[src/rtl/dtsi_pkg.sv]
// ----------------------------------------------------------------------------
// dtsi_pkg
// Types and character codes shared by the decimal text parser.
// ----------------------------------------------------------------------------
package dtsi_pkg;

  localparam int MAG_W   = 63;
  localparam int SCALE_W = 16;
  localparam int MANT_W  = 64;
  // magnitude times ten plus a digit needs four more bits than the magnitude
  localparam int PROD_W  = MAG_W + 4;

  localparam logic [7:0] CH_PLUS  = 8'h2B;
  localparam logic [7:0] CH_MINUS = 8'h2D;
  localparam logic [7:0] CH_DOT   = 8'h2E;
  localparam logic [7:0] CH_0     = 8'h30;
  localparam logic [7:0] CH_9     = 8'h39;

  localparam logic [SCALE_W-1:0] SCALE_MAX = '1;

  typedef struct packed {
    logic               at_first_char;
    logic               is_negative;
    logic               dot_seen;
    logic               any_digit_seen;
    logic               nonfraction_digit_seen;
    logic               has_failed;
    logic [MAG_W-1:0]   magnitude_acc;
    // magnitude_acc times ten to the pending zeros, with a flag for overflow
    logic [MAG_W-1:0]   scaled_acc;
    logic               scaled_big;
    logic [SCALE_W-1:0] committed_scale;
    logic [SCALE_W-1:0] pending_zeros;
  } parse_state_t;

  localparam parse_state_t STATE_RESET = '{
    at_first_char:          1'b1,
    is_negative:            1'b0,
    dot_seen:               1'b0,
    any_digit_seen:         1'b0,
    nonfraction_digit_seen: 1'b0,
    has_failed:             1'b0,
    magnitude_acc:          '0,
    scaled_acc:             '0,
    scaled_big:             1'b0,
    committed_scale:        '0,
    pending_zeros:          '0
  };

  typedef struct packed {
    logic                     parse_ok;
    logic signed [MANT_W-1:0] signed_mantissa;
    logic [SCALE_W-1:0]       decimal_scale;
  } parse_result_t;

endpackage

[src/rtl/dtsi_step.sv]
// ----------------------------------------------------------------------------
// dtsi_step
// Next parser state and end-of-text result for one character item.
// ----------------------------------------------------------------------------
module dtsi_step import dtsi_pkg::*; (
  input  parse_state_t  cur,
  input  logic [7:0]    char_code,
  input  logic          has_char,
  input  logic          last_char,
  output parse_state_t  nxt,
  output parse_result_t res
);

  logic [PROD_W-1:0]  prod;
  logic               prod_ovf;
  logic [SCALE_W:0]   scale_sum;
  logic [3:0]         digit;
  logic               is_digit;
  logic [MANT_W-1:0]  mag_ext;
  parse_state_t       upd;

  // scaled_acc * 10 + digit, by shift and add
  assign digit     = char_code[3:0];
  assign prod      = ({4'b0, cur.scaled_acc} << 3) + ({4'b0, cur.scaled_acc} << 1)
                     + PROD_W'(digit);
  assign prod_ovf  = cur.scaled_big | (prod[PROD_W-1:MAG_W] != '0);
  assign scale_sum = {1'b0, cur.committed_scale} + {1'b0, cur.pending_zeros}
                     + (SCALE_W+1)'(1);

  always_comb begin
    is_digit = char_code inside {[CH_0:CH_9]};
    upd      = cur;
    if (has_char) begin
      upd.at_first_char = 1'b0;
      if (!cur.has_failed) begin
        if ((char_code == CH_PLUS || char_code == CH_MINUS) && cur.at_first_char) begin
          upd.is_negative = (char_code == CH_MINUS);
        end else if (char_code == CH_DOT) begin
          if (cur.dot_seen) upd.has_failed = 1'b1;
          else upd.dot_seen = 1'b1;
        end else if (is_digit) begin
          upd.any_digit_seen = 1'b1;
          if (!cur.dot_seen) begin
            upd.nonfraction_digit_seen = 1'b1;
            if (prod_ovf) begin
              upd.has_failed = 1'b1;
            end else begin
              upd.magnitude_acc = prod[MAG_W-1:0];
              upd.scaled_acc    = prod[MAG_W-1:0];
            end
          end else if (digit == 4'd0) begin
            // hold the zero pending; drop it once the counter saturates
            if (cur.pending_zeros != SCALE_MAX) begin
              upd.pending_zeros = cur.pending_zeros + SCALE_W'(1);
              upd.scaled_acc    = prod[MAG_W-1:0];
              upd.scaled_big    = prod_ovf;
            end
          end else if (scale_sum[SCALE_W] || prod_ovf) begin
            upd.has_failed = 1'b1;
          end else begin
            upd.magnitude_acc   = prod[MAG_W-1:0];
            upd.scaled_acc      = prod[MAG_W-1:0];
            upd.scaled_big      = 1'b0;
            upd.committed_scale = scale_sum[SCALE_W-1:0];
            upd.pending_zeros   = '0;
          end
        end else begin
          upd.has_failed = 1'b1;
        end
      end
    end

    mag_ext = {1'b0, upd.magnitude_acc};
    res.parse_ok = !upd.has_failed && upd.any_digit_seen &&
                   (upd.nonfraction_digit_seen || upd.committed_scale != '0);
    if (res.parse_ok) begin
      res.signed_mantissa = upd.is_negative ? -mag_ext : mag_ext;
      res.decimal_scale   = upd.committed_scale;
    end else begin
      res.signed_mantissa = '0;
      res.decimal_scale   = '0;
    end

    nxt = last_char ? STATE_RESET : upd;
  end

endmodule

[src/rtl/decimal_text_to_scaled_integer.sv]
// ----------------------------------------------------------------------------
// decimal_text_to_scaled_integer
// Streaming parser of decimal text into a signed mantissa and a decimal scale.
// ----------------------------------------------------------------------------
// A last item's result is registered onto the output when it leaves the input register.
// Throughput: one item per cycle while in_stall is low; the state update is a shift-add
// by ten and a compare in combinational logic between the input and state registers.
// The input stage stalls only when a last item meets a stalled, full output.
// Reset clears the parser state and all valid flags; no clearing pass.
module decimal_text_to_scaled_integer import dtsi_pkg::*; (
  input  logic                     clk,
  input  logic                     rst,
  input  logic                     in_valid,
  output logic                     in_stall,
  input  logic [7:0]               char_code,
  input  logic                     has_char,
  input  logic                     last_char,
  output logic                     out_valid,
  input  logic                     out_stall,
  output logic                     parse_ok,
  output logic signed [MANT_W-1:0] signed_mantissa,
  output logic [SCALE_W-1:0]       decimal_scale
);

  logic          held_valid;
  logic [7:0]    held_char;
  logic          held_has;
  logic          held_last;
  logic          advance;
  parse_state_t  state;
  parse_state_t  state_next;
  parse_result_t result_next;

  dtsi_step u_step (
    .cur       (state),
    .char_code (held_char),
    .has_char  (held_has),
    .last_char (held_last),
    .nxt       (state_next),
    .res       (result_next)
  );

  // advance the held item unless its result has nowhere to go
  assign advance  = held_valid && !(held_last && out_valid && out_stall);
  assign in_stall = held_valid && !advance;

  always_ff @(posedge clk) begin
    if (rst) begin
      held_valid <= 1'b0;
    end else if (!in_stall) begin
      held_valid <= in_valid;
    end
  end

  always_ff @(posedge clk) begin
    if (in_valid && !in_stall) begin
      held_char <= char_code;
      held_has  <= has_char;
      held_last <= last_char;
    end
  end

  always_ff @(posedge clk) begin
    if (rst) begin
      state <= STATE_RESET;
    end else if (advance) begin
      state <= state_next;
    end
  end

  always_ff @(posedge clk) begin
    if (rst) begin
      out_valid <= 1'b0;
    end else if (advance && held_last) begin
      out_valid <= 1'b1;
    end else if (!out_stall) begin
      out_valid <= 1'b0;
    end
  end

  always_ff @(posedge clk) begin
    if (advance && held_last) begin
      parse_ok        <= result_next.parse_ok;
      signed_mantissa <= result_next.signed_mantissa;
      decimal_scale   <= result_next.decimal_scale;
    end
  end

endmodule
[config.mk]
export PLATFORM = sky130hd
export DESIGN_NAME = decimal_text_to_scaled_integer
export DESIGN_NICKNAME = d
export VERILOG_FILES = /design/src/rtl/dtsi_pkg.sv /design/src/rtl/dtsi_step.sv /design/src/rtl/decimal_text_to_scaled_integer.sv
export SDC_FILE = /design/constraint.sdc
export NUM_CORES = 1
export LEC_CHECK = 0
export CAP_MARGIN = 40
export CORE_ASPECT_RATIO = 0.8
export CORE_UTILIZATION = 61
export CTS_BUF_LIST = sky130_fd_sc_hd__clkbuf_16
export DETAILED_ROUTE_END_ITERATION = 16
export DONT_BUFFER_PORTS = 1
export HOLD_SLACK_MARGIN = 0.06
export PLACE_DENSITY = 0.82
export SLEW_MARGIN = 15
export SYNTH_ARGS = -nofsm -noshare
export SYNTH_HDL_FRONTEND = slang
export SYNTH_SLANG_ARGS = --single-unit
[constraint.sdc]
create_clock -name clk -period 8.79 [get_ports clk]
set_input_delay 0.4395 -clock clk [delete_from_list [all_inputs] [get_ports clk]]
set_output_delay 0.4395 -clock clk [all_outputs]
set_load 0.02 [all_outputs]
==> results by group <==
Final layout
  – Fill count: around 2.5k
  – Register area: 0.006076 mm2
  – Final instance area: 0.02032 mm2
  – Layout cells sized above 1: 5.072%
  – Synthesis-to-finish area growth: 7.413%
  – Multi-input gate area: 0.01220 mm2
  – Final net count: 2485
  – Utilization after layout: around two thirds
  – N_diodes: 0

Place
  – Placed cell area: between 0.015 and 0.02 mm2
  – Port buffer count: 0
  – Final GP Congestion: 0.9812
  – DP Worst Slack: roughly 1.1 ns
  – DP HPWL: 42.12 mm

STA
  – Worst slew pin tran: 0.9155 ns
  – Finish-stage setup viols: 0
  – Unrepaired setup endpoints after global routing: false
  – Clock skew: 0.01969 ns
  – Worst rel slew slack: 38.56%
  – Max Clock Freq: 125.5 MHz
  – Period utilization: 90.62%
  – Final max-slew violation count: 0
  – Setup ws final: 0.8248 ns
  – Tmin final: 7.965 ns
  – Endpoints failing hold: 0
  – Final TNS setup: 0 ns

Critical path
  – Data arrival, critical path: 8.30 ns
  – Critical Path Fanout Max: 24
  – Worst reg-to-reg setup slack: 0.82 ns
  – Worst Setup End Kind: flop
  – CP max stage delay: around 0.6 ns
  – Worst path most repeated cell: nor2_1
  – Crit-path slowest cell: fa_1
  – CP Class: flop to flop
  – Required @ worst endpoint: 9.12 ns
  – Crit start category: flop

Detailed routing
  – Antenna-violating nets left: 0
  – DRC: 0
  – Vias: 18.54k
  – Pre-Repair DR Iteration Count: 6
  – DR iter-0 viols: 2708
  – Vias per std cell: 6.721
  – Avg WL per Cell: between 20 and 25 um
  – Routed WL: 57.82 mm

Global route
  – Grt total ovfl: 0
  – Pin count of the biggest net entering global routing: 148
  – First-pass GRT wire length: 89.78 mm
  – Number of global-route vias before repair: approximately 17k
  – GRT Resource Usage Total: 35.33%
  – Antenna violations before repair: 1

Yosys
  – Number of synthesized flops with an enable pin: 91
  – Synth cell types: 90
  – Seq/Total Area, Yosys: 32.11%
  – Post-Syn Area: 0.01892 mm2
  – Top_reg_cell synth: dfxtp_1
  – Flops & latches, synth: 258
  – Mapped Nets: about 2.5k
  – Mapped Cells: between 2k and 2.5k
  – Total number of yosys warnings: 0
  – Syn Area/Cell: 7.960 um2
  – Ys async rst share: 0%

Clocking
  – Setup Buffers After CTS: 0
  – CTS Sinks: 258
  – Total CTS buffers: 28
  – Clock Root Buffer: clkbuf_16
  – Clock H-tree levels: 1
  – CTS tree: yes
  – Worst skew pair latency: approximately 0.6 ns
  – CTS Buffer Depth: 3
  – Clock-pin slew on the worst setup and hold paths: 0.07 ns

Run
  – Maxcap violations: 0

Floorplanning
  – Die Width: 198.9 um
  – I/O pin cnt: 97
  – Core area: approximately 0.030 mm2
  – FP Rows: 57
  – Die area: 0.03173 mm2
  – Chip Height: 159.5 um
  – Initial Util: between 60% and 70%

Pwr
  – Total power: ~2.5 mW
  – VDD IR-drop max: 154.6 uV
  – PD cells: 124.3 mW/mm2
  – Lkg Pwr: 7.928 nW

Status
  – Status: completed

Hold path
  – Min-Delay Path Class: primary input to flop
## state kept, by name, indices dropped and copies added, names as in the netlist
signal           count
decimal_scale       16
held_char            8
held_has             1
held_last            1
held_valid           1
out_valid            1
parse_ok             1
signed_mantissa     64
state              165
## kinds of logic after synthesis
kind of cell,share of synthesized area [%]
xor+xnor,6.017
buf+inv,3.597
compound gates,21.68
simple gates,24.21
flops,32.11
mux,2.618
fa+ha+maj,9.773
## cell usage after synthesis, types with 7 or more instances
library cell  instances  area share, %
nand2b_1             12           0.40
nor3_1               73            1.9
or2_2                 7           0.23
nor3b_1              10           0.40
nand2_1             299            5.9
dfxtp_1             167             18
a22oi_1              33            1.3
a21oi_1             253            6.7
o211a_1              10           0.53
nand3_1              94            2.5
nor2b_1               7           0.23
nand4_1              21           0.69
a211oi_1             24           0.95
xor2_1               60            2.8
buf_1                13           0.26
buf_2                13           0.34
and4_1                7           0.32
o21ai_0              71            1.9
o31ai_1              16           0.63
nor4_1               31            1.0
o211ai_1             17           0.67
a21o_1               28            1.1
nor2_1              300            6.0
a21boi_0             16           0.63
mux2i_1              38            2.0
o21ai_1              32           0.85
or4_1                19           0.75
or3_1                41            1.4
and3_1               20           0.66
edfxtp_1             91             14
a31oi_1              19           0.63
inv_1                38           0.75
ha_1                143            9.5
o21a_1               25           0.99
a2bb2oi_1            22            1.0
xnor2_1              70            3.2
nand3b_1             10           0.40
clkbuf_1            107            2.1
## routing by layer
layer  wire length (um)  track usage [%]  up-vias
met2              24610            52.05     1211
met5                  0                0        -
met1              24160            51.38     8602
met4               1632            11.05        0
met3               7417            7.160      139
li1                   -                -     8591
## cell type report
cell class                      instances  share of cell area [%]
Tap cell                              413                   2.542
Inverter                               38                  0.7080
Multi-Input combinational cell       1946                   60.03
Sequential cell                       258                   29.89
Timing Repair Buffer                   53                   2.475
Clock buffer                           28                   3.447
Clock inverter                         23                  0.9049
## report_power, final
part | switching (mW) | internal [mW]
sequential | 0.0187 | 1.24
clock | 0.526 | 0.639
combinational | 0.0719 | 0.0262
total | 0.616 | 1.91
## placed cells by master, fill, tap and decap left out, types with 28 or more instances in the layout
master     instances
inv_1             44
o21ai_0           71
nor2_1           300
nor4_1            30
nand2_1          298
ha_1             143
a21o_1            28
clkbuf_16         28
nor3_1            73
o21ai_1           31
xnor2_1           70
mux2i_1           38
edfxtp_1          91
dfxtp_1          167
xor2_1            60
buf_4             34
or3_1             41
nand3_1           94
a21oi_1          252
a22oi_1           33
## worst max-delay path: cells and delay by family, from the launching register on
family	cells	cell delay (ns)
fa+ha+maj	3	1.21
buf+inv	4	0.59
simple gates	9	2.74
xor+xnor	1	0.19
compound gates	6	1.62
flops	1	0.38
mux	3	0.95
## stage by stage
step                cells  hold slack (ns)
floorplan            2377           0.4214
global placement     2685           0.4473
detailed placement   2693           0.4448
CTS                  2757           0.3235
global route         2759           0.3326
finish               2759           0.2981
## timing repair
action	4_1_cts	5_1_grt
resized for setup	0	0
hold buffers	13	0
hold endpoints to repair	157	0
## final timing paths
path         depth (start not counted)                  end    startpoint
max                                 26  signed_mantissa[56]  held_char[3]
min                                  2            state[17]           rst
max reg2reg                         26  signed_mantissa[56]  held_char[3]
min reg2reg                          2           state[164]    state[164]
Note: power is estimated with default switching activity, not from simulation.
